<file path="src/rtl/core/fpc_pkg.sv">
`timescale 1ns / 1ps
// ----------------------------------------------------------------------------
// Fan PID and heater PWM controller package
// Shared widths, constants, register indexes and the per-tick control struct.
// ----------------------------------------------------------------------------
package fpc_pkg;

   // Field widths of one word on each channel.
   localparam int unsigned TEMP_W     = 10;
   localparam int unsigned FAN_W      = 8;
   localparam int unsigned HDUTY_W    = 4;

   // Register widths.
   localparam int unsigned GAIN_W     = 10;
   localparam int unsigned TARGET_W   = 8;
   localparam int unsigned CSR_DATA_W = 10;
   localparam int unsigned CSR_IDX_W  = 3;

   // Controller state widths.
   localparam int unsigned ERR_W      = 11;
   localparam int unsigned SUM_W      = 24;
   localparam int unsigned CNT_W      = 4;

   // Fan clamp limits and heater PWM period in ticks.
   localparam logic [FAN_W-1:0] FAN_MIN     = 8'd10;
   localparam logic [FAN_W-1:0] FAN_MAX     = 8'd255;
   localparam logic [CNT_W-1:0] HEAT_PERIOD = 4'd10;

   // Register reset values.
   localparam logic [GAIN_W-1:0]   PROP_GAIN_RST  = 10'd16;
   localparam logic [GAIN_W-1:0]   INTEG_GAIN_RST = 10'd2;
   localparam logic [GAIN_W-1:0]   DERIV_GAIN_RST = 10'd0;
   localparam logic [TARGET_W-1:0] TARGET_RST     = 8'd40;

   // Register indexes on the configuration port.
   typedef enum logic [CSR_IDX_W-1:0] {
      CSR_PROP_GAIN   = 3'd0,
      CSR_INTEG_GAIN  = 3'd1,
      CSR_DERIV_GAIN  = 3'd2,
      CSR_TARGET_TEMP = 3'd3,
      CSR_AUTO_MODE   = 3'd4
   } csr_index_type;

   // Control handed from the top level to the state-holding units.
   typedef struct packed {
      logic advance;    // one word moves from the input stage to the result stage
      logic auto_mode;  // the word is processed in automatic mode
   } step_type;

endpackage

</file>
<file path="src/rtl/core/fpc_heat.sv">
`timescale 1ns / 1ps
// ----------------------------------------------------------------------------
// Heater PWM unit
// Ten-tick software PWM counter and heater drive level.
// ----------------------------------------------------------------------------
module fpc_heat
   import fpc_pkg::*;
(
   input  logic               clock,
   input  logic               reset,
   input  step_type           step,
   input  logic [HDUTY_W-1:0] heater_duty_manual,
   output logic               heater_level_in
);

   logic [CNT_W-1:0] cnt_ff, cnt_in;
   logic             heater_level_ff;
   logic [CNT_W-1:0] cnt_inc;

   assign cnt_inc = cnt_ff + CNT_W'(1);

   // Next count and level; automatic mode forces the heater on.
   always_comb begin
      cnt_in          = cnt_ff;
      heater_level_in = heater_level_ff;
      if (step.auto_mode) begin
         heater_level_in = 1'b1;
      end else begin
         cnt_in = cnt_inc;
         if (cnt_inc >= heater_duty_manual) begin
            heater_level_in = 1'b0;
         end
         if (cnt_inc == HEAT_PERIOD) begin
            cnt_in = '0;
            if (heater_duty_manual != '0) begin
               heater_level_in = 1'b1;
            end
         end
      end
   end

   always_ff @(posedge clock) begin
      if (reset) begin
         cnt_ff          <= '0;
         heater_level_ff <= 1'b0;
      end else if (step.advance) begin
         cnt_ff          <= cnt_in;
         heater_level_ff <= heater_level_in;
      end
   end

`ifndef SYNTHESIS
   // The counter wraps at the period and never passes it.
   a_cnt_range: assert property (@(posedge clock) disable iff (reset)
      cnt_ff <= HEAT_PERIOD)
      else $error("heater PWM counter beyond its period");

   // An automatic tick leaves the heater on and the counter untouched.
   a_auto_hold: assert property (@(posedge clock) disable iff (reset)
      step.advance && step.auto_mode |=> heater_level_ff && $stable(cnt_ff))
      else $error("automatic tick changed the PWM counter or left heater off");

   // A manual tick with zero duty always turns the heater off.
   a_zero_duty: assert property (@(posedge clock) disable iff (reset)
      step.advance && !step.auto_mode && heater_duty_manual == '0 |=> !heater_level_ff)
      else $error("heater on with zero manual duty");
`endif

endmodule

</file>
<file path="config.mk">
export PLATFORM = sky130hd
export DESIGN_NAME = fpc_heat
export DESIGN_NICKNAME = d
export VERILOG_FILES = /design/src/rtl/core/fpc_pkg.sv /design/src/rtl/core/fpc_heat.sv
export SDC_FILE = /design/constraint.sdc
export NUM_CORES = 1
export LEC_CHECK = 0
export BUFFER_PORTS_ARGS = -buffer_cell sky130_fd_sc_hd__buf_2
export CAP_MARGIN = 40
export CORE_AREA = 2 2 39 41
export CTS_CLUSTER_SIZE = 10
export DETAILED_ROUTE_END_ITERATION = 8
export DIE_AREA = 0 0 41 43
export SETUP_SLACK_MARGIN = 0.15
export SYNTH_ARGS = -nofsm -noshare
export SYNTH_HDL_FRONTEND = slang
export SYNTH_SLANG_ARGS = --single-unit
</file>
<file path="constraint.sdc">
create_clock -name clock -period 1.85 [get_ports clock]
set_input_delay 0.185 -clock clock [delete_from_list [all_inputs] [get_ports clock]]
set_output_delay 0.185 -clock clock [all_outputs]
set_load 0.02 [all_outputs]
</file>
## Word-level counts from Yosys, hierarchy flattened

Index checks and enable logic that the tools add are counted.
Widths: inputs -> output; s select.

- Register bits after elaboration: 5
- Output and inout port bits: 1
- Logic and storage cells: 13

- Add/subtract/negate cells: 1
- $lt $le $gt $ge: 1
- Eq/ne operators: 1
- Mux-type cells: 5
- Bitwise operators: 1
- Reductions and logical operators: 2

Operators by type and width:

| operator | number |
|---|---|
| $add 4x1->4 const B | 1 |
| $eq 4x4->1 const B | 1 |
| $ge 4x4->1 | 1 |
| $mux 1 | 4 |
| $mux 4 | 1 |
| $reduce_bool 4->1 | 1 |
| $reduce_and 2->1 | 1 |
| $not 1->1 | 1 |

## Depth between registers and ports, before layout

- Depth in word-level cells: 6
- Depth in mapped cells: 7

## Worst setup path after synthesis

OpenSTA, ideal clock, no wires.

- Path kind: reg2out
- Start point: reg cnt_ff[0]
- End point: out heater_level_in
- Arrival time: 1.589 ns
- Slack: 0.076 ns
- Stages on the path, launching flop included: 7
- Path buffers: 0
- Cells stage by stage: dfxtp_1 ha_1 xor2_1 ha_1 o21ai_0 o21ai_0 nand3b_1

- Word-level cells in the longest chain between the ends: 6
- Elaborated cells between the ends (all ways): 7
- Those cells by class: 1 x add/sub; 1 x order compare; 1 x eq/ne; 4 x mux

Ends and longest elaborated chain:

| element | line | text |
|---|---|---|
| from (decl) | fpc_heat.sv:16 | `logic [CNT_W-1:0] cnt_ff, cnt_in;` |
| from (signal assigned) | fpc_heat.sv:47 | `cnt_ff <= cnt_in;` |
| $add 4x1->4 (*) | fpc_heat.sv:20 | `assign cnt_inc = cnt_ff + CNT_W'(1);` |
| $ge 4x4->1 | fpc_heat.sv:30 | `if (cnt_inc >= heater_duty_manual) begin` |
| $mux 1 | fpc_heat.sv:30 |  |
| $mux 1 | fpc_heat.sv:35 | `if (heater_duty_manual != '0) begin` |
| $mux 1 (*) | fpc_heat.sv:33 | `if (cnt_inc == HEAT_PERIOD) begin` |
| $mux 1 (*) | fpc_heat.sv:26 | `if (step.auto_mode) begin` |
| to (decl) | fpc_heat.sv:13 | `output logic heater_level_in` |

Mark *: on every way between the ends. The rest lies on a longest branch, timed or not.

## Worst setup path in the final report

Ends and elaborated chain as after synthesis.

==> out/summary.txt <==
Setup violations, final: 1
Post-synthesis compound-gate area fraction: 0.266
Layout cells sized above 1: 0.564
Sink Count: 5
Die Wd: 41 um
DRC viols: 0
GRT overflow: 0
H-tree levels: 1
Cell area after synthesis: 438 sq um
CP Buf/Inv Count: 2
Area grow syn2layout: 66.0%
Synth Register Bits: 5
DR vias: 469
Fmax: 0.509 GHz
Synth Instances: 53
I/O Pins: 9
Fin crit period: 1.97 ns
Slew Viols, Final: 0
Top-count cell post-synth: inv_1
Primary FF master, synth: dfxtp_1
CTS tree: yes
Die Ht: 43 um
Num CTS Buffers: 3
RSZ-0062 raised after global routing: yes
Non-filler cells, final: 94
Clock Power Share: 0.393
Synth unique cells: 25
Drt pass-1 iters: 4
Maximum vdd drop: 0.264 mV
Post-Synth Adder-Cell Area: 0.171
Delay-heaviest family, CP: flip-flops
Initial antenna violation count: 0
Synth top area cells: dfxtp_1 23%, ha_1 17%, inv_1 6.0%
Async SR Flop Fraction: 0
Final core utilization: 0.525
# port buffers: 8
Max Root-Sink Buffers: 2
Final Hold Violating Endpoints: 0
Combinational family with the most area after synthesis: compound AO/OA/AOI/OAI gates
Hold WC Path Type: in -> reg
Largest net degree at the start of global routing: 8
Leakage: 0.301 nW
Mux cell area share after synthesis: 0
Critical Path, Cell by Cell: buf_6 > nand3_4 > xnor2_2 > ha_1 > o21ai_1 > o21ai_1 > nand3b_1 > buf_6
Worst Setup Slack, final: -0.116 ns
Crit Path Class: reg -> out
First-pass GRT wire length: 1.93 mm
Worst Max-Slew Pin Slew: 0.431 ns
WP data required: 1.66 ns
Post-cts hold buffer count: 0
Synth Warn #: 0
Min Hold Slack: 0.189 ns
Pwr dens: 469 mW/mm^2
Row count: 14
Sequential share of the synthesized area: 0.229
Cell Int Power: 243 uW
Dpl cells: 78
Failing checks: setup timing
Initial Utilization: 0.316
Post-synth EDFFs: 0
Sw frac: 0.287
Crit path capture type: output port
GRT Overall Usage: 0.167
DRT iter0 DRCs: 4
Xor-xnor portion of the synthesized cell area: 0.0600
Post-route ant nets: 0
Sequential share of power: 0.341
Rel. slew slack: 0.712
Crit-path max cell delay: 0.39 ns
Drt total wl: 1.21 mm
Final design area excluding fillers: 727 sq um
Arrival time worst endpoint: 1.78 ns
Via density: 4.99
Syn Nets: 67
Post-DP Area: 512 sq um
Setup tns final: -0.116 ns
Nets: 93
Core area: 0.00138 sq mm
Synth top cells by count: 7 x inv_1, 6 x ha_1, 5 x dfxtp_1
Post-Synth Simple-Gate Area: 0.203
Startpoint types: flop
Max-cap check violation count: 0
Vias in the first global route: 481
Detailed-placement wirelength estimate: 759 um
Worst clock skew: 0.00702 ns
Synth area leader: dfxtp_1
Clk root buf: clkbuf_4
Run status: finished, violations left
Share of the synthesized area in the top cell type: 0.229
Syn_area_per_cell: 8.26 sq um
Die area: 0.00176 sq mm
Clk_lat worst skew: 0.25 ns
Crit path max-delay cell type: dfxtp_4
Avg WL per Cell: 12.9 um
Final Cycle Share: 1.06
Net Switching: 97.9 uW
Crit-path max FO: 4
DP Worst Slack: 0.00761 ns
Pwr Total: 341 uW
Combinational Power Share: 0.266
Antenna diode count: 0
CTS clk-pin slew, worst paths: 0.05 ns
Gpl congestion: 0.786
-- logic make-up (layout without fill, tap and decap cells) --
logic type	Yosys count	count (layout)
compound gates	15	15
xor+xnor	3	3
buf+inv	8	33
fa+ha+maj	6	6
simple gates	16	16
flops	5	5
-- placed cells by master (no fill, tap or decap), types with 2 or more instances in the layout --
cell      count
buf_4        12
ha_1          2
inv_1         5
a21oi_1       3
inv_2         2
ha_4          3
nand2_1       4
dfxtp_4       2
o21ai_1       2
nor2b_1       2
dfxtp_1       2
buf_2         7
clkbuf_4      3
nor2_1        3
o211ai_1      3
nand2b_1      2
buf_6         3
-- repair_timing --
action / 4_1_cts / 5_1_grt
setup buffers: 12 / 0
resized for setup: 17 / 4
pin swaps: 6 / 5
setup endpoints to repair: 2 / 3
endpoints found under the hold margin: 0 / 0
-- final timing paths --
path | from | endpoint | slack (ns) | depth (start not counted)
max | cnt_ff[0] | heater_level_in | -0.12 | 8
max reg2reg | cnt_ff[1] | cnt_ff[1] | 0.01 | 11
min reg2reg | heater_level_ff | heater_level_ff | 0.53 | 2
min | reset | cnt_ff[0] | 0.19 | 2
-- sequential cells by signal, summed over array words and instances (netlist names) --
signal / count
heater_level_ff: 1
cnt_ff: 4
-- worst register-to-register path, delay by kind of cell, from the launching register on --
kind,cells,cell delay (ns)
buffers and inverters,10,1.16
flip-flops,1,0.37
AO/OA/AOI/OAI,1,0.23
-- power by group through the flow --
stage / Sequential [mW] / Clock, mW / Combinational (mW)
2_1_floorplan: 0.118 / 0 / 0.0321
3_3_place_gp: 0.119 / 0 / 0.0514
3_5_place_dp: 0.119 / 0 / 0.0533
4_1_cts: 0.117 / 0.138 / 0.0871
5_1_grt: 0.117 / 0.148 / 0.0994
6_report: 0.116 / 0.134 / 0.0906
-- layer usage --
layer	vias up	GRT usage	share of wire	wire length, um
met2	9	0.275	0.53	638
met5	-	0	0	0
met1	220	0.180	0.41	497
li1	236	-	-	-
met3	4	0.0314	0.033	40
met4	0	0.107	0.029	35
-- area by class of cell --
type / instances / area, sq um
Clock buffer: 4 / 26.3
Fill cell: 134 / 657
Inverter: 7 / 26.3
Multi-Input combinational cell: 40 / 387
Sequential cell: 5 / 109
Tap cell: 16 / 20.0
Timing Repair Buffer: 22 / 159
(Power assumes the default switching activity.)
