`config.mk`:
```
export PLATFORM = sky130hd
export DESIGN_NAME = fpc_pid
export DESIGN_NICKNAME = d
export VERILOG_FILES = /design/src/rtl/core/fpc_pkg.sv /design/src/rtl/core/fpc_pid.sv
export SDC_FILE = /design/constraint.sdc
export NUM_CORES = 1
export LEC_CHECK = 0
export ABC_CLOCK_PERIOD_IN_PS = 14300
export CAP_MARGIN = 20
export CORE_ASPECT_RATIO = 0.6
export CORE_UTILIZATION = 39
export CTS_BUF_LIST = sky130_fd_sc_hd__clkbuf_8
export CTS_CLUSTER_DIAMETER = 80
export CTS_CLUSTER_SIZE = 8
export DETAILED_ROUTE_END_ITERATION = 8
export DONT_BUFFER_PORTS = 1
export SYNTH_ARGS = -nofsm -noshare
export SYNTH_HDL_FRONTEND = slang
export SYNTH_SLANG_ARGS = --single-unit
```
`constraint.sdc`:
```
create_clock -name clock -period 14.3 [get_ports clock]
set_input_delay 1.43 -clock clock [delete_from_list [all_inputs] [get_ports clock]]
set_output_delay 1.43 -clock clock [all_outputs]
set_load 0.05 [all_outputs]
```
`src/rtl/core/fpc_pkg.sv`:
```
`timescale 1ns / 1ps
// ----------------------------------------------------------------------------
// Fan PID and heater PWM controller package
// Shared widths, constants, register indexes and the per-tick control struct.
// ----------------------------------------------------------------------------
package fpc_pkg;

   // Field widths of one word on each channel.
   localparam int unsigned TEMP_W     = 10;
   localparam int unsigned FAN_W      = 8;
   localparam int unsigned HDUTY_W    = 4;

   // Register widths.
   localparam int unsigned GAIN_W     = 10;
   localparam int unsigned TARGET_W   = 8;
   localparam int unsigned CSR_DATA_W = 10;
   localparam int unsigned CSR_IDX_W  = 3;

   // Controller state widths.
   localparam int unsigned ERR_W      = 11;
   localparam int unsigned SUM_W      = 24;
   localparam int unsigned CNT_W      = 4;

   // Fan clamp limits and heater PWM period in ticks.
   localparam logic [FAN_W-1:0] FAN_MIN     = 8'd10;
   localparam logic [FAN_W-1:0] FAN_MAX     = 8'd255;
   localparam logic [CNT_W-1:0] HEAT_PERIOD = 4'd10;

   // Register reset values.
   localparam logic [GAIN_W-1:0]   PROP_GAIN_RST  = 10'd16;
   localparam logic [GAIN_W-1:0]   INTEG_GAIN_RST = 10'd2;
   localparam logic [GAIN_W-1:0]   DERIV_GAIN_RST = 10'd0;
   localparam logic [TARGET_W-1:0] TARGET_RST     = 8'd40;

   // Register indexes on the configuration port.
   typedef enum logic [CSR_IDX_W-1:0] {
      CSR_PROP_GAIN   = 3'd0,
      CSR_INTEG_GAIN  = 3'd1,
      CSR_DERIV_GAIN  = 3'd2,
      CSR_TARGET_TEMP = 3'd3,
      CSR_AUTO_MODE   = 3'd4
   } csr_index_type;

   // Control handed from the top level to the state-holding units.
   typedef struct packed {
      logic advance;    // one word moves from the input stage to the result stage
      logic auto_mode;  // the word is processed in automatic mode
   } step_type;

endpackage

```
`src/rtl/core/fpc_pid.sv`:
```
`timescale 1ns / 1ps
// ----------------------------------------------------------------------------
// Fan PID unit
// Computes the clamped PID fan duty and keeps the error sum and last error.
// ----------------------------------------------------------------------------
module fpc_pid
   import fpc_pkg::*;
(
   input  logic                clock,
   input  logic                reset,
   input  step_type            step,
   input  logic [TEMP_W-1:0]   temp_sample,
   input  logic [GAIN_W-1:0]   prop_gain,
   input  logic [GAIN_W-1:0]   integ_gain,
   input  logic [GAIN_W-1:0]   deriv_gain,
   input  logic [TARGET_W-1:0] target_temp,
   output logic [FAN_W-1:0]    fan_auto
);

   localparam int unsigned ACC_W = 36;

   logic signed [SUM_W-1:0] error_sum_ff, error_sum_in;
   logic signed [ERR_W-1:0] prev_error_ff;

   logic signed [ERR_W-1:0]   err;
   logic signed [ERR_W:0]     diff;
   logic signed [21:0]        p_prod;
   logic signed [34:0]        i_prod;
   logic signed [22:0]        d_prod;
   logic signed [ACC_W-1:0]   acc;
   logic signed [SUM_W:0]     sum_wide;

   // Error in whole degrees: the sample halved minus the setpoint.
   assign err  = $signed({2'b00, temp_sample[TEMP_W-1:1]}) - $signed({3'b000, target_temp});
   assign diff = $signed({err[ERR_W-1], err}) - $signed({prev_error_ff[ERR_W-1], prev_error_ff});

   // Three independent products, then one signed sum.
   assign p_prod = $signed({1'b0, prop_gain})  * err;
   assign i_prod = $signed({1'b0, integ_gain}) * error_sum_ff;
   assign d_prod = $signed({1'b0, deriv_gain}) * diff;
   assign acc    = ACC_W'(p_prod) + ACC_W'(i_prod) + ACC_W'(d_prod);

   // Clamp the duty into the fan's working range.
   always_comb begin
      if (acc > $signed({28'd0, FAN_MAX})) begin
         fan_auto = FAN_MAX;
      end else if (acc < $signed({28'd0, FAN_MIN})) begin
         fan_auto = FAN_MIN;
      end else begin
         fan_auto = acc[FAN_W-1:0];
      end
   end

   // Saturating accumulation of the error.
   always_comb begin
      sum_wide = $signed({error_sum_ff[SUM_W-1], error_sum_ff})
               + $signed({{(SUM_W+1-ERR_W){err[ERR_W-1]}}, err});
      if (sum_wide[SUM_W] != sum_wide[SUM_W-1]) begin
         error_sum_in = sum_wide[SUM_W] ? {1'b1, {(SUM_W-1){1'b0}}}
                                        : {1'b0, {(SUM_W-1){1'b1}}};
      end else begin
         error_sum_in = sum_wide[SUM_W-1:0];
      end
   end

   // PID state moves only on automatic ticks.
   always_ff @(posedge clock) begin
      if (reset) begin
         error_sum_ff  <= '0;
         prev_error_ff <= '0;
      end else if (step.advance && step.auto_mode) begin
         error_sum_ff  <= error_sum_in;
         prev_error_ff <= err;
      end
   end

endmodule

```
# Word level (Yosys, flattened, before mapping)
# Index checks and enable logic that the tools add are counted.
# W data, S select, Z words.
[op_classes]
add_sub_neg = 5
mul = 3
n_div = 0
n_lt_le_gt_ge = 2
eq_ne = 1
shift = 0
muxes = 4
bitwise = 0
reduce_logical = 1
[op_table]
columns = ["operator", "n"]
rows = [
  ["$mux W24", 2],
  ["$add A21 B35 Y36", 1],
  ["$add A36 B22 Y36", 1],
  ["$gt A36 B9 Y1 const B", 1],
  ["$lt A36 B5 Y1 const B", 1],
  ["$mul A11 B24 Y35", 1],
  ["$add A24 B10 Y25", 1],
  ["$mul A11 B11 Y22", 1],
  ["$mul A11 B10 Y21", 1],
  ["$mux W8", 2],
  ["$sub A10 B10 Y11", 1],
  ["$sub A9 B8 Y10", 1],
  ["$logic_and A1 B1 Y1", 1],
  ["$ne A1 B1 Y1", 1],
]
[word_totals]
regBits = 34
latch_bits = 0
ram_bits = 0
romBits = 0
input_bits = 52
elab_cells = 18
memories = 0

# Logic depth before layout (Yosys ltp)
[logic_depth]
word_depth = 7
mapped_depth = 44
mapped_depth_nobuf = 42

# Worst setup path after synthesis
# Ideal clock, no wire load.
[synth_timing]
path_kind = "input to output"
from = "input port target_temp[1]"
to = "output port fan_auto[0]"
arrival_time_ns = 12.324
required_ns = 12.870
slack_ns = 0.546
path_stages = 43
cell_sequence = "inv_1 -> ha_1 -> nor2b_1 -> o21ai_0 -> a21boi_1 -> o21ai_0 -> a21boi_1 -> o21ai_0 -> a21boi_1 -> or3_1 -> clkbuf_1 -> inv_1 -> ha_1 -> inv_1 -> nor3_1 -> a221oi_1 -> o311ai_1 -> and2_1 -> [7 not listed] -> inv_1 -> fa_1 -> fa_1 -> fa_1 -> inv_1 -> fa_1 -> inv_1 -> ha_1 -> clkbuf_1 -> a21oi_1 -> o21ai_0 -> a21oi_1 -> a21oi_1 -> o21ai_1 -> mux2_2 -> nor3_1 -> a2111oi_4 -> a31oi_1"
[synth_between]
elab_chain_len = 7
[synth_lines]
columns = ["item", "line_no", "rtl"]
rows = [
  ["from (decl)", "fpc_pid.sv:16", "input logic [TARGET_W-1:0] target_temp,"],
  ["$sub A9 B8 Y10 *", "fpc_pid.sv:34", "assign err = $signed({2'b00, temp_sample[TEMP_W-1:1]}) - $signed({3'b000, target_temp});"],
  ["via err[10]", "fpc_pid.sv:25", "logic signed [ERR_W-1:0] err;"],
  ["$mul A11 B10 Y21 / $sub A10 B10 Y11 (equally long branches)", "fpc_pid.sv:38, fpc_pid.sv:35", ""],
  ["$add A21 B35 Y36 / $mul A11 B11 Y22 (equally long branches)", "fpc_pid.sv:41, fpc_pid.sv:40", ""],
  ["$add A36 B22 Y36 *", "fpc_pid.sv:41", "assign acc = ACC_W'(p_prod) + ACC_W'(i_prod) + ACC_W'(d_prod);"],
  ["$lt A36 B5 Y1", "fpc_pid.sv:47", "end else if (acc < $signed({28'd0, FAN_MIN})) begin"],
  ["$mux W8", "fpc_pid.sv:47", ""],
  ["$mux W8 *", "fpc_pid.sv:45", "if (acc > $signed({28'd0, FAN_MAX})) begin"],
  ["to (decl)", "fpc_pid.sv:17", "output logic [FAN_W-1:0] fan_auto"],
]
# Mark *: on every way through the listed nets, which the timed path passes. The rest lies on a longest branch.

# Worst setup path in the final report
[layout_timing]
from = "input port temp_sample[1]"
to = "output port fan_auto[3]"
[layout_between]
elab_chain_len = 7
[layout_lines]
columns = ["item", "line_no", "rtl"]
rows = [
  ["from (decl)", "fpc_pid.sv:12", "input logic [TEMP_W-1:0] temp_sample,"],
  ["$sub A9 B8 Y10 *", "fpc_pid.sv:34", ""],
  ["via err[8]", "fpc_pid.sv:25", ""],
  ["$mul A11 B10 Y21 / $sub A10 B10 Y11 (equally long branches)", "fpc_pid.sv:38, fpc_pid.sv:35", ""],
  ["$add A21 B35 Y36 / $mul A11 B11 Y22 (equally long branches)", "fpc_pid.sv:41, fpc_pid.sv:40", ""],
  ["$add A36 B22 Y36 *", "fpc_pid.sv:41", ""],
  ["$lt A36 B5 Y1", "fpc_pid.sv:47", ""],
  ["$mux W8", "fpc_pid.sv:47", ""],
  ["$mux W8 *", "fpc_pid.sv:45", ""],
]
# Marks and branches as above.

==> results_dict.tcl <==
set metrics [dict create \
    status "finished, final reports clean" \
    reg2reg_depth 11 \
    cp.depth 45 \
    critPathLaunch "temp_sample[1]" \
    drc 0 \
    post-route-min-period_ps 13700 \
    cts_root_buffer "clkbuf_8" \
    first_pass_iters 7 \
    synthFlopType "dfxtp_1" \
    gr-usage-all-layers_pct 22.59 \
    io_buffers 0 \
    slew-limit-headroom_pct 27.46 \
    crit_buf_inv 12 \
    drt_iter0_markers 1424 \
    syn_nets 3171 \
    final-seq-area_sq_um 680.7 \
    coreArea_sq_um 53030 \
    htreeDepth 2 \
    synth-edff-count 0 \
    yosys.area.top_type "fa_1" \
    antenna_found_initial 2 \
    path_max_fanout 10 \
    cts_tree "built" \
    syn_avg_cell_area_sq_um 8.752 \
    die_area_sq_um 55180 \
    cp_slowest_cell "fa_1" \
    multi_input_area_sq_um 17940 \
    nets 3114 \
    ys_ff_latch 34 \
    fillers 5315 \
    syn_to_final_growth_pct 4.231 \
    max_freq_mhz 73.00 \
    die_w_um 302.6 \
    grt_pass1_vias 16604 \
    worstMarginPinSlew_ps 1081 \
    synth-async-reset-ratio_pct 0 \
    critPathKind "primary input to output port" \
    r2r_end "error_sum_ff[12]" \
    drive_gt1_share_pct 3.178 \
    yosysWarnings 0 \
    whs_ps 460.6 \
    chipHeight_um 182.4 \
    floorplan.initialDensity_pct 39.87 \
    maxCapViolCount 0 \
    clk_latency_ps 320 \
    required_ps 12870 \
    wl_per_cell_um 19.20 \
    worstSetupEndpointType "output port" \
    crit_path_start_kind "primary input" \
    crit_path_max_incr_delay_ps 690 \
    grt_pass1_wl_um 96150 \
    synth_cell_type_count 73 \
    post-dp-hpwl_um 50750 \
    ys_seq_area_share_pct 3.219 \
    post-route-period-util_pct 95.80 \
    clock-sinks 34 \
    synth.most_common_cell "inv_1" \
    clkTransAtPathRegs_ps 100 \
    r2r_start "error_sum_ff[0]" \
    cts_made_buffers 5 \
    crit_family "adder cells" \
    std_cell_rows 65 \
    netlist_instances 2416 \
    worstPathArrival_ps 12270 \
    overflow 0 \
    r2r_slack_ps 9740 \
    via_count 15767 \
    ant_nets 0 \
    synthesis.area_sq_um 21140 \
    synth_common_cells "575 x inv_1, 442 x fa_1, 261 x ha_1, 231 x and2_1, 216 x nand2_1" \
    crit_end "fan_auto[3]" \
    synthTopCellsByArea "fa_1 42%, ha_1 15%, inv_1 10%" \
    skew_ps 21.77 \
    grt_max_degree 43 \
    synth_top_cell_area_share_pct 41.85 \
    hold_violations 0 \
    wl_um 58830 \
    slew_viol_final 0 \
    cts_buffer_depth 2 \
    viasPerCell 5.146 \
    setup_violations 0 \
    hold_path.class "register to register" \
    num_io_pins 60 \
    place.gp.congestion 0.9505 \
]
flip-flops by register name (all words and copies together), names as in the netlist:
name	cells
error_sum_ff	24
prev_error_ff	10
through the flow:
stage	cells	setup TNS, ps	utilization (%)	cell area [sq um]	worst slack (ps)
3_5_place_dp	3051	0	41.26	21880	383.5
2_1_floorplan	2416	0	-	21140	545.8
6_report	3064	0	41.56	22040	600.5
3_3_place_gp	3051	0	41.26	21880	451.6
5_1_grt	3063	-49.41	41.56	22040	-27.19
4_1_cts	3059	0	41.44	21970	310.8
final cells by class:
type                       count  share of cell area, %
antenna                        1                0.01135
clock buffer                   6                 0.3747
clock inverter                 2                0.05677
inverter                     576                  9.810
multi-input combinational   1705                  81.41
sequential                    34                  3.088
tap                          703                  3.991
timing repair buffer          37                  1.260
how the worst min path moves through the flow:
stage,from,endpoint,cells after the start
after CTS,prev_error_ff[6],prev_error_ff[6],2
after detailed placement,prev_error_ff[4],prev_error_ff[4],2
after floorplan,prev_error_ff[3],prev_error_ff[3],2
after global routing,prev_error_ff[5],prev_error_ff[5],2
final,prev_error_ff[4],prev_error_ff[4],2
after global placement,prev_error_ff[4],prev_error_ff[4],2
repair_timing:
action,in CTS,in global routing
buffers inserted,0,4
hold buffers,0,0
endpoints found under the setup margin,0,8
resized for setup,0,9
worst min-delay path, cell delays in order, from the launching register on:
cell and delay, ps:
dfxtp_1 320, nand2_1 50, a21oi_1 60
per-layer routing:
layer | part of all wire (%) | GRT usage, %
met2 | 37 | 29.26
met4 | 0.65 | 2.291
met3 | 11 | 6.226
met1 | 51 | 37.13
met5 | 0 | 0
placed cells by master (no fill, tap or decap), drive strengths merged, types with 6 or more instances in the layout:
cell and instances:
a211oi 18, a21boi 10, a21o 23, a21oi 68, a311oi 13, a31oi 13
and2 231, and3 7, buf 37, clkbuf 6, dfxtp 34, fa 442
ha 261, inv 576, nand2 216, nand2b 20, nand3 12, nand4 9
nor2 82, nor2b 37, nor3 23, nor3b 7, o211ai 9, o21a 7
o21ai 56, o21bai 11, or2 14, or3 8, xnor2 27, xor2 20
kinds of logic (layout without fill, tap and decap cells):
| kind of cell | after synthesis | after routing | share of synthesized area (%) |
|---|---|---|---|
| other cells | 0 | 1 | 0 |
| buf+inv | 677 | 621 | 12.08 |
| simple gates | 678 | 678 | 16.55 |
| compound gates | 272 | 272 | 8.657 |
| mux | 5 | 5 | 0.2485 |
| fa+ha+maj | 703 | 703 | 57.29 |
| xor+xnor | 47 | 47 | 1.947 |
| flops | 34 | 34 | 3.219 |
Power is not shown: default switching activity piles up to over one toggle a cycle in this logic, so the estimate is an artifact.
